**config.mk**
```make
export PLATFORM = sky130hd
export DESIGN_NAME = gps_power_duty_scheduler_flat
export DESIGN_NICKNAME = d
export VERILOG_FILES = /design/src/sv/pds_pkg.sv /design/src/sv/pds_if.sv /design/src/sv/pds_div.sv /design/src/sv/gps_power_duty_scheduler.sv /design/src/flat_wrapper.sv
export SDC_FILE = /design/constraint.sdc
export NUM_CORES = 2
export LEC_CHECK = 0
export BUFFER_PORTS_ARGS = -buffer_cell sky130_fd_sc_hd__buf_2
export CELL_PAD_IN_SITES_DETAIL_PLACEMENT = 1
export CELL_PAD_IN_SITES_GLOBAL_PLACEMENT = 1
export CORE_ASPECT_RATIO = 1.2
export CORE_MARGIN = 10
export CORE_UTILIZATION = 40
export DETAILED_ROUTE_END_ITERATION = 7
export HOLD_SLACK_MARGIN = 0.02
export PLACE_DENSITY_LB_ADDON = 0.1
export SLEW_MARGIN = 40
export SYNTH_ARGS = -nofsm -noshare
export SYNTH_HDL_FRONTEND = slang
export SYNTH_HIERARCHICAL = 1
export SYNTH_SLANG_ARGS = --single-unit
```
**constraint.sdc**
```tcl
create_clock -name clk -period 18.55 [get_ports clk]
set_clock_uncertainty 0.2 [all_clocks]
set_input_delay 4.6375 -clock clk [delete_from_list [all_inputs] [get_ports clk]]
set_output_delay 4.6375 -clock clk [all_outputs]
set_load 0.03 [all_outputs]
```
**src/sv/pds_pkg.sv**
```systemverilog
`default_nettype none

package pds_pkg;

  // input op codes
  localparam logic [2:0] OP_TICK   = 3'd0;
  localparam logic [2:0] OP_INIT   = 3'd1;
  localparam logic [2:0] OP_OTHER  = 3'd2;
  localparam logic [2:0] OP_RMC_T  = 3'd3;
  localparam logic [2:0] OP_RMC_P  = 3'd4;

  // configuration register indexes
  localparam int CFG_IDX_W = 3;
  localparam int CFG_DATA_W = 24;
  localparam logic [CFG_IDX_W-1:0] CFG_GIVEUP = 3'd0;
  localparam logic [CFG_IDX_W-1:0] CFG_STEP   = 3'd1;
  localparam logic [CFG_IDX_W-1:0] CFG_BUDGET = 3'd2;
  localparam logic [CFG_IDX_W-1:0] CFG_RESYNC = 3'd3;
  localparam logic [CFG_IDX_W-1:0] CFG_INIT_D = 3'd4;

  // configuration reset values
  localparam logic [15:0] GIVEUP_RST = 16'd600;
  localparam logic [23:0] STEP_RST   = 24'd86400;
  localparam logic [15:0] BUDGET_RST = 16'd60;
  localparam logic [15:0] RESYNC_RST = 16'd60;
  localparam logic [15:0] INIT_D_RST = 16'd900;

  // port field width for times
  localparam int PORT_TIME_W = 32;

  typedef struct packed {
    logic busy;
    logic done;
  } pds_div_stat_t;

  typedef struct packed {
    logic        power_on;
    logic [31:0] clock_out;
    logic [31:0] wake_time;
    logic [31:0] last_start_time;
    logic [31:0] lock_time;
    logic        position_set;
    logic [15:0] last_active;
    logic [31:0] total_active;
    logic [15:0] start_count;
    logic [15:0] timeout_count;
    logic [31:0] message_count;
  } pds_result_t;

endpackage

`default_nettype wire

```
**src/sv/pds_if.sv**
```systemverilog
`default_nettype none

interface pds_in_if;
  logic        valid;
  logic        ready;
  logic [2:0]  op;
  logic [31:0] clock_time;
  logic [31:0] gps_time;
  logic        start_enabled;

  modport source (output valid, op, clock_time, gps_time, start_enabled, input ready);
  modport sink   (input valid, op, clock_time, gps_time, start_enabled, output ready);
  modport mon    (input valid, ready, op, clock_time, gps_time, start_enabled);
endinterface

interface pds_out_if;
  logic        valid;
  logic        ready;
  logic        power_on;
  logic [31:0] clock_out;
  logic [31:0] wake_time;
  logic [31:0] last_start_time;
  logic [31:0] lock_time;
  logic        position_set;
  logic [15:0] last_active;
  logic [31:0] total_active;
  logic [15:0] start_count;
  logic [15:0] timeout_count;
  logic [31:0] message_count;

  modport source (output valid, power_on, clock_out, wake_time, last_start_time, lock_time,
                  position_set, last_active, total_active, start_count, timeout_count,
                  message_count, input ready);
  modport sink   (input valid, power_on, clock_out, wake_time, last_start_time, lock_time,
                  position_set, last_active, total_active, start_count, timeout_count,
                  message_count, output ready);
  modport mon    (input valid, ready, power_on, clock_out, wake_time, last_start_time,
                  lock_time, position_set, last_active, total_active, start_count,
                  timeout_count, message_count);
endinterface

`default_nettype wire

```
**src/sv/pds_div.sv**
```systemverilog
`default_nettype none

// Restoring divider, one quotient bit per cycle.
module pds_div (
  input  wire logic                  clk,
  input  wire logic                  rst_n,
  input  wire logic                  start,
  input  wire logic [15:0]           dividend,
  input  wire logic [15:0]           divisor,
  output pds_pkg::pds_div_stat_t     stat,
  output logic [15:0]                quotient
);
  import pds_pkg::*;

  logic [4:0]  cnt_r, cnt_nxt;
  logic        done_r, done_nxt;
  logic [16:0] rem_r, rem_nxt;
  logic [15:0] quo_r, quo_nxt;
  logic [15:0] dvs_r, dvs_nxt;
  logic [16:0] shl;
  logic [16:0] diff;

  assign shl  = {rem_r[15:0], quo_r[15]};
  assign diff = shl - {1'b0, dvs_r};

  always_comb begin
    cnt_nxt  = cnt_r;
    rem_nxt  = rem_r;
    quo_nxt  = quo_r;
    dvs_nxt  = dvs_r;
    done_nxt = 1'b0;
    if (start) begin
      cnt_nxt = 5'd16;
      rem_nxt = '0;
      quo_nxt = dividend;
      dvs_nxt = divisor;
    end else if (cnt_r != 5'd0) begin
      cnt_nxt  = cnt_r - 5'd1;
      done_nxt = (cnt_r == 5'd1);
      if (shl >= {1'b0, dvs_r}) begin
        rem_nxt = diff;
        quo_nxt = {quo_r[14:0], 1'b1};
      end else begin
        rem_nxt = shl;
        quo_nxt = {quo_r[14:0], 1'b0};
      end
    end
  end

  always_ff @(posedge clk) begin
    if (!rst_n) begin
      cnt_r  <= '0;
      done_r <= 1'b0;
    end else begin
      cnt_r  <= cnt_nxt;
      done_r <= done_nxt;
    end
    rem_r <= rem_nxt;
    quo_r <= quo_nxt;
    dvs_r <= dvs_nxt;
  end

  assign stat.busy = (cnt_r != 5'd0);
  assign stat.done = done_r;
  assign quotient  = quo_r;

endmodule

`default_nettype wire

```
**src/sv/gps_power_duty_scheduler.sv**
```systemverilog
// Receiver power duty scheduler, one item in flight at a time.
// When a power-off after more than one start sizes the next wait, the item goes
// through the divider, then one multiply, then one add, before its result is registered.
// A new item is not taken until the previous item's result is in the output register.
// Reset (rst_n low, synchronous): power off, all state and counters zero,
// configuration registers back to their defaults, no result pending.
`default_nettype none

module gps_power_duty_scheduler #(
  parameter int TIME_BITS = 32
) (
  input  wire logic                          clk,
  input  wire logic                          rst_n,
  pds_in_if.sink                             in_ch,
  pds_out_if.source                          out_ch,
  input  wire logic                          cfg_we,
  input  wire logic [pds_pkg::CFG_IDX_W-1:0]  cfg_index,
  input  wire logic [pds_pkg::CFG_DATA_W-1:0] cfg_wdata
);
  import pds_pkg::*;

  localparam int TB = TIME_BITS;
  localparam int PROD_W = 41;   // 17-bit multiple times 24-bit step

  // sequencer states
  localparam logic [2:0] S_IDLE = 3'd0;
  localparam logic [2:0] S_EXEC = 3'd1;
  localparam logic [2:0] S_DIV  = 3'd2;
  localparam logic [2:0] S_MUL  = 3'd3;
  localparam logic [2:0] S_WB   = 3'd4;
  localparam logic [2:0] S_DONE = 3'd5;

  logic [2:0] state_r, state_nxt;

  // configuration
  logic [15:0] giveup_r, budget_r, resync_r, init_d_r;
  logic [23:0] step_r;

  // scheduler state
  logic          powered_r, powered_nxt;
  logic [TB-1:0] wake_r, wake_nxt;
  logic [TB-1:0] start_r, start_nxt;
  logic [TB-1:0] lock_r, lock_nxt;
  logic [15:0]   active_r, active_nxt;
  logic [31:0]   total_r, total_nxt;
  logic [15:0]   starts_r, starts_nxt;
  logic [15:0]   timeouts_r, timeouts_nxt;
  logic [31:0]   msgs_r, msgs_nxt;

  // latched item
  logic [2:0]    op_r;
  logic [TB-1:0] clk_r, g_r;
  logic          en_r;
  logic [31:0]   clkout_r, clkout_nxt;

  // power-off time and product for the divide path
  logic [TB-1:0]     pdt_r, pdt_nxt;
  logic [PROD_W-1:0] prod_r, prod_nxt;

  // result register
  logic        out_valid_r, out_valid_nxt;
  pds_result_t res_r, res_nxt;

  // divider for sizing the next wait
  logic          div_start;
  logic [15:0]   div_dvs;
  logic [15:0]   div_q;
  pds_div_stat_t div_stat;

  assign div_dvs = (budget_r == 16'd0) ? 16'd1 : budget_r;

  pds_div u_div (
    .clk      (clk),
    .rst_n    (rst_n),
    .start    (div_start),
    .dividend (active_nxt),
    .divisor  (div_dvs),
    .stat     (div_stat),
    .quotient (div_q)
  );

  assign in_ch.ready = (state_r == S_IDLE);

  always_comb begin
    logic          pd_v;
    logic [TB-1:0] t_v;
    logic [TB-1:0] w_v;
    logic [TB-1:0] lim_v;
    logic [TB-1:0] act_t;
    logic [31:0]   delta_v;
    logic [16:0]   mult_v;

    state_nxt    = state_r;
    powered_nxt  = powered_r;
    wake_nxt     = wake_r;
    start_nxt    = start_r;
    lock_nxt     = lock_r;
    active_nxt   = active_r;
    total_nxt    = total_r;
    starts_nxt   = starts_r;
    timeouts_nxt = timeouts_r;
    msgs_nxt     = msgs_r;
    clkout_nxt   = clkout_r;
    pdt_nxt      = pdt_r;
    prod_nxt     = prod_r;
    div_start    = 1'b0;
    pd_v         = 1'b0;
    t_v          = clk_r;
    w_v          = wake_r;
    lim_v        = wake_r + TB'(giveup_r);
    act_t        = '0;
    delta_v      = (g_r[31:0] > clk_r[31:0]) ? g_r[31:0] - clk_r[31:0]
                                             : clk_r[31:0] - g_r[31:0];
    mult_v       = {1'b0, div_q} + 17'd1;

    case (state_r)
      S_IDLE: begin
        if (in_ch.valid) begin
          state_nxt = S_EXEC;
        end
      end
      S_EXEC: begin
        clkout_nxt = clk_r[31:0];
        state_nxt  = S_DONE;
        case (op_r)
          OP_TICK: begin
            if (powered_r) begin
              if (clk_r > lim_v) begin
                timeouts_nxt = timeouts_r + 16'd1;
                if (lock_r != '0) begin
                  pd_v = 1'b1;
                end else begin
                  // no fix yet: close the accounting and restart the session
                  act_t      = clk_r - wake_r;
                  active_nxt = act_t[15:0];
                  total_nxt  = total_r + {16'd0, act_t[15:0]};
                  wake_nxt   = clk_r;
                end
              end
            end else if (clk_r >= wake_r) begin
              powered_nxt = 1'b1;
              wake_nxt    = clk_r;
              start_nxt   = clk_r;
              starts_nxt  = starts_r + 16'd1;
            end
          end
          OP_INIT: begin
            lock_nxt    = '0;
            powered_nxt = 1'b0;
            if (en_r) begin
              powered_nxt = 1'b1;
              wake_nxt    = clk_r;
              start_nxt   = clk_r;
              starts_nxt  = starts_r + 16'd1;
            end else begin
              wake_nxt = clk_r + TB'(init_d_r);
            end
          end
          OP_OTHER, OP_RMC_T, OP_RMC_P: begin
            if (powered_r) begin
              msgs_nxt = msgs_r + 32'd1;
              if (op_r != OP_OTHER) begin
                clkout_nxt = g_r[31:0];
                if (delta_v > {16'd0, resync_r}) begin
                  wake_nxt = g_r;
                  w_v      = g_r;
                end
                if (op_r == OP_RMC_P) begin
                  lock_nxt = g_r;
                  t_v      = g_r;
                  pd_v     = 1'b1;
                end
              end
            end
          end
          default: begin
          end
        endcase

        // power-off with session accounting
        if (pd_v) begin
          act_t       = t_v - w_v;
          active_nxt  = act_t[15:0];
          total_nxt   = total_r + {16'd0, act_t[15:0]};
          powered_nxt = 1'b0;
          if (starts_r <= 16'd1) begin
            wake_nxt = t_v + TB'(step_r);
          end else begin
            div_start = 1'b1;
            pdt_nxt   = t_v;
            state_nxt = S_DIV;
          end
        end
      end
      S_DIV: begin
        if (div_stat.done) begin
          state_nxt = S_MUL;
        end
      end
      S_MUL: begin
        prod_nxt  = PROD_W'(mult_v) * PROD_W'(step_r);
        state_nxt = S_WB;
      end
      S_WB: begin
        wake_nxt  = TB'(64'(pdt_r) + 64'(prod_r));
        state_nxt = S_DONE;
      end
      S_DONE: begin
        if (!out_valid_r || out_ch.ready) begin
          state_nxt = S_IDLE;
        end
      end
      default: begin
        state_nxt = S_IDLE;
      end
    endcase
  end

  // result register: loaded when the sequencer finishes and the slot is free
  always_comb begin
    out_valid_nxt = out_valid_r && !out_ch.ready;
    res_nxt       = res_r;
    if (state_r == S_DONE && (!out_valid_r || out_ch.ready)) begin
      out_valid_nxt         = 1'b1;
      res_nxt.power_on        = powered_r;
      res_nxt.clock_out       = clkout_r;
      res_nxt.wake_time       = wake_r[31:0];
      res_nxt.last_start_time = start_r[31:0];
      res_nxt.lock_time       = lock_r[31:0];
      res_nxt.position_set    = (lock_r != '0);
      res_nxt.last_active     = active_r;
      res_nxt.total_active    = total_r;
      res_nxt.start_count     = starts_r;
      res_nxt.timeout_count   = timeouts_r;
      res_nxt.message_count   = msgs_r;
    end
  end

  always_ff @(posedge clk) begin
    if (!rst_n) begin
      state_r     <= S_IDLE;
      out_valid_r <= 1'b0;
      giveup_r    <= GIVEUP_RST;
      step_r      <= STEP_RST;
      budget_r    <= BUDGET_RST;
      resync_r    <= RESYNC_RST;
      init_d_r    <= INIT_D_RST;
      powered_r   <= 1'b0;
      wake_r      <= '0;
      start_r     <= '0;
      lock_r      <= '0;
      active_r    <= '0;
      total_r     <= '0;
      starts_r    <= '0;
      timeouts_r  <= '0;
      msgs_r      <= '0;
    end else begin
      state_r     <= state_nxt;
      out_valid_r <= out_valid_nxt;
      powered_r   <= powered_nxt;
      wake_r      <= wake_nxt;
      start_r     <= start_nxt;
      lock_r      <= lock_nxt;
      active_r    <= active_nxt;
      total_r     <= total_nxt;
      starts_r    <= starts_nxt;
      timeouts_r  <= timeouts_nxt;
      msgs_r      <= msgs_nxt;
      if (cfg_we) begin
        case (cfg_index)
          CFG_GIVEUP: giveup_r <= cfg_wdata[15:0];
          CFG_STEP:   step_r   <= cfg_wdata;
          CFG_BUDGET: budget_r <= cfg_wdata[15:0];
          CFG_RESYNC: resync_r <= cfg_wdata[15:0];
          CFG_INIT_D: init_d_r <= cfg_wdata[15:0];
          default: begin
          end
        endcase
      end
    end
    // item capture and datapath, no reset needed
    if (state_r == S_IDLE && in_ch.valid) begin
      op_r  <= in_ch.op;
      clk_r <= TB'(in_ch.clock_time);
      g_r   <= TB'(in_ch.gps_time);
      en_r  <= in_ch.start_enabled;
    end
    clkout_r <= clkout_nxt;
    pdt_r    <= pdt_nxt;
    prod_r   <= prod_nxt;
    res_r    <= res_nxt;
  end

  assign out_ch.valid           = out_valid_r;
  assign out_ch.power_on        = res_r.power_on;
  assign out_ch.clock_out       = res_r.clock_out;
  assign out_ch.wake_time       = res_r.wake_time;
  assign out_ch.last_start_time = res_r.last_start_time;
  assign out_ch.lock_time       = res_r.lock_time;
  assign out_ch.position_set    = res_r.position_set;
  assign out_ch.last_active     = res_r.last_active;
  assign out_ch.total_active    = res_r.total_active;
  assign out_ch.start_count     = res_r.start_count;
  assign out_ch.timeout_count   = res_r.timeout_count;
  assign out_ch.message_count   = res_r.message_count;

endmodule

`default_nettype wire

```
**src/flat_wrapper.sv**
```systemverilog
// flat-port wrapper written by rule: the top's interface ports become plain ports
module gps_power_duty_scheduler_flat import pds_pkg::*;
#(
  parameter int TIME_BITS = 32
)
  (clk, rst_n, cfg_we, cfg_index, cfg_wdata, in_ch_valid, in_ch_op, in_ch_clock_time, in_ch_gps_time, in_ch_start_enabled, in_ch_ready, out_ch_valid, out_ch_power_on, out_ch_clock_out, out_ch_wake_time, out_ch_last_start_time, out_ch_lock_time, out_ch_position_set, out_ch_last_active, out_ch_total_active, out_ch_start_count, out_ch_timeout_count, out_ch_message_count, out_ch_ready);
  pds_in_if in_ch_i ();
  pds_out_if out_ch_i ();
  input  wire logic clk;
  input  wire logic rst_n;
  input  wire logic cfg_we;
  input  wire logic [pds_pkg::CFG_IDX_W-1:0] cfg_index;
  input  wire logic [pds_pkg::CFG_DATA_W-1:0] cfg_wdata;
  input wire logic [$bits(in_ch_i.valid)-1:0] in_ch_valid;
  input wire logic [$bits(in_ch_i.op)-1:0] in_ch_op;
  input wire logic [$bits(in_ch_i.clock_time)-1:0] in_ch_clock_time;
  input wire logic [$bits(in_ch_i.gps_time)-1:0] in_ch_gps_time;
  input wire logic [$bits(in_ch_i.start_enabled)-1:0] in_ch_start_enabled;
  output wire logic [$bits(in_ch_i.ready)-1:0] in_ch_ready;
  output wire logic [$bits(out_ch_i.valid)-1:0] out_ch_valid;
  output wire logic [$bits(out_ch_i.power_on)-1:0] out_ch_power_on;
  output wire logic [$bits(out_ch_i.clock_out)-1:0] out_ch_clock_out;
  output wire logic [$bits(out_ch_i.wake_time)-1:0] out_ch_wake_time;
  output wire logic [$bits(out_ch_i.last_start_time)-1:0] out_ch_last_start_time;
  output wire logic [$bits(out_ch_i.lock_time)-1:0] out_ch_lock_time;
  output wire logic [$bits(out_ch_i.position_set)-1:0] out_ch_position_set;
  output wire logic [$bits(out_ch_i.last_active)-1:0] out_ch_last_active;
  output wire logic [$bits(out_ch_i.total_active)-1:0] out_ch_total_active;
  output wire logic [$bits(out_ch_i.start_count)-1:0] out_ch_start_count;
  output wire logic [$bits(out_ch_i.timeout_count)-1:0] out_ch_timeout_count;
  output wire logic [$bits(out_ch_i.message_count)-1:0] out_ch_message_count;
  input wire logic [$bits(out_ch_i.ready)-1:0] out_ch_ready;
  assign in_ch_i.valid = in_ch_valid;
  assign in_ch_i.op = in_ch_op;
  assign in_ch_i.clock_time = in_ch_clock_time;
  assign in_ch_i.gps_time = in_ch_gps_time;
  assign in_ch_i.start_enabled = in_ch_start_enabled;
  assign in_ch_ready = in_ch_i.ready;
  assign out_ch_valid = out_ch_i.valid;
  assign out_ch_power_on = out_ch_i.power_on;
  assign out_ch_clock_out = out_ch_i.clock_out;
  assign out_ch_wake_time = out_ch_i.wake_time;
  assign out_ch_last_start_time = out_ch_i.last_start_time;
  assign out_ch_lock_time = out_ch_i.lock_time;
  assign out_ch_position_set = out_ch_i.position_set;
  assign out_ch_last_active = out_ch_i.last_active;
  assign out_ch_total_active = out_ch_i.total_active;
  assign out_ch_start_count = out_ch_i.start_count;
  assign out_ch_timeout_count = out_ch_i.timeout_count;
  assign out_ch_message_count = out_ch_i.message_count;
  assign out_ch_i.ready = out_ch_ready;
  gps_power_duty_scheduler #(.TIME_BITS(TIME_BITS)) u_core (.clk(clk), .rst_n(rst_n), .in_ch(in_ch_i), .out_ch(out_ch_i), .cfg_we(cfg_we), .cfg_index(cfg_index), .cfg_wdata(cfg_wdata));
endmodule
```
Word level (Yosys, flattened, before mapping)
Index checks and enable logic that the tools add are counted.
{"block": "totals", "reg_bits": 761, "word_cells": 202, "input_bits": 100}
{"block": "op_classes", "order_cmp": 6, "addsub": 16, "mul": 1, "bitwise_logic": 3, "n_eq_ne": 25, "n_reduce_logical": 36, "muxes": 75}
{"op": "$mux W32", "n": 30}
{"op": "$mux W16", "n": 14}
{"op": "$pmux W32 S2", "n": 3}
{"op": "$add A32 B16 Y32", "n": 4}
{"op": "$pmux W32 S3", "n": 1}
{"op": "$gt A32 B32 Y1", "n": 2}
{"op": "$sub A32 B32 Y32", "n": 2}
{"op": "$sub A16 B16 Y16", "n": 3}
{"op": "$add A16 B1 Y16 const B", "n": 2}
{"op": "$add A32 B1 Y32 const B", "n": 1}
{"op": "$add A32 B24 Y32", "n": 1}
{"op": "$add A32 B32 Y32", "n": 1}
{"op": "$ge A32 B32 Y1", "n": 1}
{"op": "$gt A32 B16 Y1", "n": 1}
{"op": "$mul A17 B24 Y32", "n": 1}
{"op": "$pmux W16 S2", "n": 1}
{"op": "$reduce_bool A32 Y1", "n": 1}
{"op": "$eq A3 B2 Y1 const B", "n": 6}
{"op": "$pmux W3 S6", "n": 1}
{"op": "$add A16 B1 Y17 const B", "n": 1}
{"op": "$ge A17 B16 Y1", "n": 1}
{"op": "$le A16 B1 Y1 const B", "n": 1}
{"op": "$logic_not A16 Y1", "n": 1}
{"op": "$mux W1", "n": 16}
{"op": "24 further kinds", "n": 66}

Longest topological paths before layout
{"block": "logic_depth", "word_depth": 12, "depth_mapped": 54}

Cells and area by module
Netlist, hierarchy kept.
{"module": "gps_power_duty_scheduler", "area_each_um2": 49454.9, "seq_area_each_um2": 18217.5, "instances": 1, "cells_each": 5243}
{"module": "pds_div", "area_each_um2": 3044.2, "seq_area_each_um2": 1401.3, "instances": 1, "cells_each": 301}

Least setup slack after synthesis
No wires, ideal clock.
{"block": "synth_timing", "path_kind": "input to register", "startpoint": "input port out_ch_ready", "endpoint": "register u_core.res_r, in the netlist u_core/out_ch.clock_out[0], enable pin", "setup_ps": 635, "n_path_buf": 0, "arrival_ps": 10331, "slack_ps": 7384, "required_time_ps": 17715, "cell_stages": 2, "cell_sequence": "nand2b_1 > and3_1"}
{"block": "synth_via", "elab_chain_len": 2}
{"item": "start: declaration", "line": "flat_wrapper.sv:32", "rtl": "input wire logic [$bits(out_ch_i.ready)-1:0] out_ch_ready;"}
{"item": "$logic_or A1 B1 Y1", "line": "gps_power_duty_scheduler.sv:223", "rtl": "if (state_r == S_DONE && (!out_valid_r || out_ch.ready)) begin"}
{"item": "$logic_and A1 B1 Y1", "line": "gps_power_duty_scheduler.sv:223"}
{"item": "end signal: assignment", "line": "gps_power_duty_scheduler.sv:291", "rtl": "res_r <= res_nxt;"}
{"item": "end: declaration", "line": "gps_power_duty_scheduler.sv:62", "rtl": "pds_result_t res_r, res_nxt;"}
Every way passes these cells.
A chain may end at the register's enable or synchronous reset.

Final worst setup path
{"block": "layout_timing", "startpoint": "register u_core.clk_r[4]", "endpoint": "register u_core.total_r[26]"}
{"block": "layout_via", "elab_chain_len": 11, "elab_cells_between_ends": 34, "cone_classes": "6 x add/sub; 3 x order compare; 1 x eq/ne; 20 x mux; 4 x reduce/logical"}
{"item": "start: declaration", "line": "gps_power_duty_scheduler.sv:52", "rtl": "logic [TB-1:0] clk_r, g_r;"}
{"item": "start signal: assignment", "line": "gps_power_duty_scheduler.sv:284", "rtl": "clk_r <= TB'(in_ch.clock_time);"}
{"item": "$sub A32 B32 Y32 (tied with other cells)", "line": "gps_power_duty_scheduler.sv:113", "rtl": ": clk_r[31:0] - g_r[31:0];"}
{"item": "$mux W32", "line": "gps_power_duty_scheduler.sv:112", "rtl": "delta_v = (g_r[31:0] > clk_r[31:0]) ? g_r[31:0] - clk_r[31:0]"}
{"item": "$gt A32 B16 Y1", "line": "gps_power_duty_scheduler.sv:164", "rtl": "if (delta_v > {16'd0, resync_r}) begin"}
{"item": "$mux W32", "line": "gps_power_duty_scheduler.sv:164"}
{"item": "$mux W32", "line": "gps_power_duty_scheduler.sv:162", "rtl": "if (op_r != OP_OTHER) begin"}
{"item": "$mux W32", "line": "gps_power_duty_scheduler.sv:160", "rtl": "if (powered_r) begin"}
{"item": "$mux W16", "line": "gps_power_duty_scheduler.sv:125", "rtl": "case (op_r)"}
{"item": "$mux W16", "line": "gps_power_duty_scheduler.sv:116", "rtl": "case (state_r)"}
{"item": "$sub A16 B16 Y16", "line": "gps_power_duty_scheduler.sv:182", "rtl": "act_t = t_v - w_v;"}
{"item": "$add A32 B16 Y32", "line": "gps_power_duty_scheduler.sv:184", "rtl": "total_nxt = total_r + {16'd0, act_t[15:0]};"}
{"item": "$mux W32", "line": "gps_power_duty_scheduler.sv:181", "rtl": "if (pd_v) begin"}
{"item": "end signal: assignment", "line": "gps_power_duty_scheduler.sv:265", "rtl": "total_r <= total_nxt;"}
{"item": "end: declaration", "line": "gps_power_duty_scheduler.sv:45", "rtl": "logic [31:0] total_r, total_nxt;"}
Parallel ways exist; a longest one is shown, timed or not. The select of a mux whose other input is x is not followed.

==> tab_implementation.tex <==
\begin{tabular}{lr}
\hline
Metric & Value \\
\hline
\multicolumn{2}{l}{\textbf{Global route}} \\
\quad First-pass GRT wire length & 306000 µm \\
\quad Pin count of the biggest net entering global routing & 109 \\
\quad Final global-route overflow total & 0 \\
\quad Antenna violations before repair & 15 \\
\quad Tot GR Track Use & 0.281 \\
\quad Via count of the first global-routing pass & 45000 \\
\multicolumn{2}{l}{\textbf{Yosys}} \\
\quad Cell with the most instances after synthesis & sky130\_fd\_sc\_hd\_\_nand2\_1 \\
\quad Count of warnings emitted by yosys & 6 \\
\quad Synth area leader & sky130\_fd\_sc\_hd\_\_edfxtp\_1 \\
\quad Cell types occupying the most area after synthesis & sky130\_fd\_sc\_hd\_\_edfxtp\_1 25\%, sky130\_fd\_sc\_hd\_\_dfxtp\_1 12\%, sky130\_fd\_sc\_hd\_\_fa\_1 12\% \\
\quad Mean area per synthesized cell & 9.47 µm² \\
\quad Nets in the synthesized netlist & 6312 \\
\quad Mapped Cells & 5544 \\
\quad Netlist area before placement & 0.0525 mm² \\
\quad Top post-synthesis cells by count & 790 x sky130\_fd\_sc\_hd\_\_nand2\_1, 538 x sky130\_fd\_sc\_hd\_\_inv\_1, 438 x sky130\_fd\_sc\_hd\_\_edfxtp\_1, 411 x sky130\_fd\_sc\_hd\_\_a21oi\_1, 363 x sky130\_fd\_sc\_hd\_\_ha\_1 \\
\quad Fraction of the yosys area taken by sequential cells & 0.374 \\
\quad Number of synthesized flops with an enable pin & 438 \\
\quad \#FFs+latches synth & 761 \\
\quad Leading register cell type out of synthesis & sky130\_fd\_sc\_hd\_\_edfxtp\_1 \\
\quad Synth top area share & 0.251 \\
\quad Number of unique standard cell types used by synthesis & 104 \\
\quad Share of flip-flops with an asynchronous set or reset after synthesis & 0 \\
\multicolumn{2}{l}{\textbf{Placed design}} \\
\quad Input/output buffers & 343 \\
\quad Routability cong. & 0.936 \\
\quad Detailed placer's ending HPWL & 163000 µm \\
\multicolumn{2}{l}{\textbf{Route}} \\
\quad Detailed-routing iteration count for the pre-antenna-repair pass & 5 \\
\quad Total length of routed wires & 210000 µm \\
\quad Drt drc & 0 \\
\quad Post-DRT Antenna Nets & 0 \\
\quad Wire length per cell & 27.7 µm \\
\quad Via total after detailed routing & 42900 \\
\quad DRC violation total after the first TritonRoute iteration & 2832 \\
\quad Vias per cell & 5.65 \\
\multicolumn{2}{l}{\textbf{Status}} \\
\quad Status & complete, no violations \\
\multicolumn{2}{l}{\textbf{Clock tree}} \\
\quad Buffer count from post-CTS setup fixing & 0 \\
\quad Insertion delay to the later sink of the worst-skew pair & 0.72 ns \\
\quad Maximum buffer depth of the clock tree & 3 \\
\quad Clk root buf & sky130\_fd\_sc\_hd\_\_clkbuf\_16 \\
\quad Number of buffers created by CTS & 85 \\
\quad Number of hold buffers added after cts & 0 \\
\quad Total of cells resized after clock tree synthesis & 0 \\
\quad CTS Sinks & 761 \\
\quad Maximum level of the CTS H-tree & 3 \\
\quad Clock slew seen by the registers of the worst setup and hold paths & 0.06 ns \\
\quad Clock tree from TritonCTS & yes \\
\multicolumn{2}{l}{\textbf{Power}} \\
\quad Switching Share & 0.518 \\
\quad Internal Power & 6.37 mW \\
\quad Sequential share of power & 0.178 \\
\quad Pwr dens & 223 mW/mm² \\
\quad Share of total power in combinational logic & 0.689 \\
\quad VDD IR max & 0.506 mV \\
\quad Leakage Power & 24.3 nW \\
\quad Switching power total & 6.85 mW \\
\quad Relative contribution of the clock network to total power & 0.132 \\
\multicolumn{2}{l}{\textbf{Floorplanning}} \\
\quad Std-Cell Core Area & 0.130 mm² \\
\quad Number of I/O pins & 344 \\
\quad Die footprint & 0.146 mm² \\
\quad Cell Rows & 145 \\
\quad Vert. Die Dim & 417 µm \\
\quad Die X & 351 µm \\
\quad Starting density of the core & 0.403 \\
\multicolumn{2}{l}{\textbf{Worst setup path}} \\
\quad Worst endpoint required time & 18.98 ns \\
\quad Slowest stage cell on the critical path & sky130\_fd\_sc\_hd\_\_edfxtp\_1 \\
\quad Worst setup path category & register to register \\
\quad Setup crit start kind & register \\
\quad Crit path DAT & 12.23 ns \\
\quad Cell type with the highest occurrence count on the critical path & sky130\_fd\_sc\_hd\_\_a21oi\_1 \\
\quad Stage delay of the slowest cell on the critical path & 0.68 ns \\
\quad Critical path peak fanout & 32 \\
\quad Setup crit end kind & register \\
\multicolumn{2}{l}{\textbf{Timing}} \\
\quad Final-report hold violation count & 0 \\
\quad Sum of negative setup slack & 0 ns \\
\quad Final worst-path cycle share & 0.636 \\
\quad Setup-violating endpoint count in the final report & 0 \\
\quad Final Max Tran Viols & 0 \\
\quad Achievable frequency & 0.0848 GHz \\
\quad Pin slew with the least headroom to its limit & 0.891 ns \\
\quad Worst slew margin & 0.400 \\
\quad Setup repair after global routing missed its margin & no \\
\quad Final Critical Period & 11.79 ns \\
\multicolumn{2}{l}{\textbf{Layout}} \\
\quad Layout cells sized above 1 & 0.119 \\
\quad Filler cell count & 14900 \\
\quad Area of the multi-input gates & 0.0300 mm² \\
\quad Area occupied by registers & 0.0196 mm² \\
\quad Area growth from synthesis to layout & 13.0\% \\
\quad Finished Core Util & 0.455 \\
\quad Nets@finish & 6592 \\
\multicolumn{2}{l}{\textbf{Hold path}} \\
\quad Worst hold path class & register to register \\
\multicolumn{2}{l}{\textbf{Run}} \\
\quad Number of maximum-capacitance violations & 0 \\
\hline
\end{tabular}
[routing by layer]
metal	track usage	share of wire
met1	0.342	0.41
met3	0.0292	0.043
met4	0.114	0.043
met2	0.504	0.51
met5	0	0.000062
[kinds of logic after synthesis]
group | Yosys count | share of synthesized area
fa+ha+maj | 668 | 0.203
xor+xnor | 299 | 0.0499
buf+inv | 802 | 0.0597
simple gates | 1779 | 0.157
mux | 92 | 0.0180
compound gates | 1143 | 0.139
flops | 761 | 0.374
[sequential cells by signal, summed over array words and instances, names as in the netlist, 24 cells and up]
signal,flops
u_core/clk_r,32
u_core/clkout_r,32
u_core/g_r,32
u_core/lock_r,32
u_core/msgs_r,32
u_core/out_ch.clock_out,32
u_core/out_ch.last_start_time,32
u_core/out_ch.lock_time,32
u_core/out_ch.message_count,32
u_core/out_ch.total_active,32
u_core/out_ch.wake_time,32
u_core/pdt_r,32
u_core/prod_r,32
u_core/start_r,32
u_core/total_r,32
u_core/wake_r,32
u_core/step_r,24
[worst max-delay path: cells and delay by family, from the launching register on]
kind,cells,cell delay (ns)
AO/OA/AOI/OAI,19,4.37
AND/OR/NAND/NOR,18,3.71
adder cells (fa/ha/maj),4,1.49
buffers and inverters,3,0.77
flip-flops,1,0.68
XOR/XNOR,3,0.43
[power groups by stage]
stage | clock [mW] | sequential, mW | combinational, mW
floorplan | 0 | 2.38 | 5.61
global placement | 0 | 2.39 | 8.86
detailed placement | 0 | 2.40 | 9.09
CTS | 1.80 | 2.36 | 9.14
global route | 1.87 | 2.37 | 10.0
finish | 1.75 | 2.36 | 9.11
[placed cells by master, fill, tap and decap left out, types with 58 or more instances in the layout]
master	synthesis	routed
sky130_fd_sc_hd__clkbuf_16	0	86
sky130_fd_sc_hd__o21ai_0	235	226
sky130_fd_sc_hd__a21o_1	80	80
sky130_fd_sc_hd__a21oi_1	411	409
sky130_fd_sc_hd__nor3_1	76	75
sky130_fd_sc_hd__ha_1	363	362
sky130_fd_sc_hd__and2_1	98	97
sky130_fd_sc_hd__edfxtp_1	438	438
sky130_fd_sc_hd__nor2b_1	88	88
sky130_fd_sc_hd__mux2i_1	72	72
sky130_fd_sc_hd__inv_1	538	536
sky130_fd_sc_hd__xor2_1	97	97
sky130_fd_sc_hd__nand2b_1	58	58
sky130_fd_sc_hd__dfxtp_1	323	322
sky130_fd_sc_hd__buf_4	11	100
sky130_fd_sc_hd__fa_1	305	305
sky130_fd_sc_hd__nor2_1	315	312
sky130_fd_sc_hd__nand3_1	133	131
sky130_fd_sc_hd__xnor2_1	202	194
sky130_fd_sc_hd__buf_2	19	342
sky130_fd_sc_hd__nand2_1	790	788
[stage by stage]
| step | setup WS, ns | total power [mW] | hold slack, ns | std cells | area [µm²] |
|---|---|---|---|---|---|
| 6_report | 6.76 | 13.2 | 0.218 | 7588 | 59300 |
| 5_1_grt | 5.84 | 14.2 | 0.226 | 7587 | 59300 |
| 4_1_cts | 6.89 | 13.3 | 0.220 | 7582 | 59300 |
| 3_5_place_dp | 6.96 | 11.5 | 0.206 | 7424 | 56400 |
| 3_3_place_gp | 6.99 | 11.3 | 0.201 | 7416 | 56200 |
| 2_1_floorplan | 7.38 | 8.00 | 0.200 | 5544 | 52500 |
[worst paths after layout]
check | cells after the start | slack (ns) | start | endpoint
worst max-delay path | 47 | 6.76 | u_core/clk_r[4] | u_core/total_r[26]
worst min-delay path | 0 | 0.22 | u_core/clkout_r[30] | u_core/out_ch.clock_out[30]
worst max register to register | 47 | 6.76 | u_core/clk_r[4] | u_core/total_r[26]
worst min register to register | 0 | 0.22 | u_core/clkout_r[30] | u_core/out_ch.clock_out[30]
[layout make-up]
cell class / count / share of cell area
Multi-Input combinational cell: 3981 / 0.506
Sequential cell: 761 / 0.331
Timing Repair Buffer: 456 / 0.0446
Clock buffer: 113 / 0.0393
Tap cell: 1690 / 0.0357
Inverter: 539 / 0.0343
Clock inverter: 45 / 0.00928
Antenna cell: 3 / 0.000127
(Power assumes the default switching activity.)
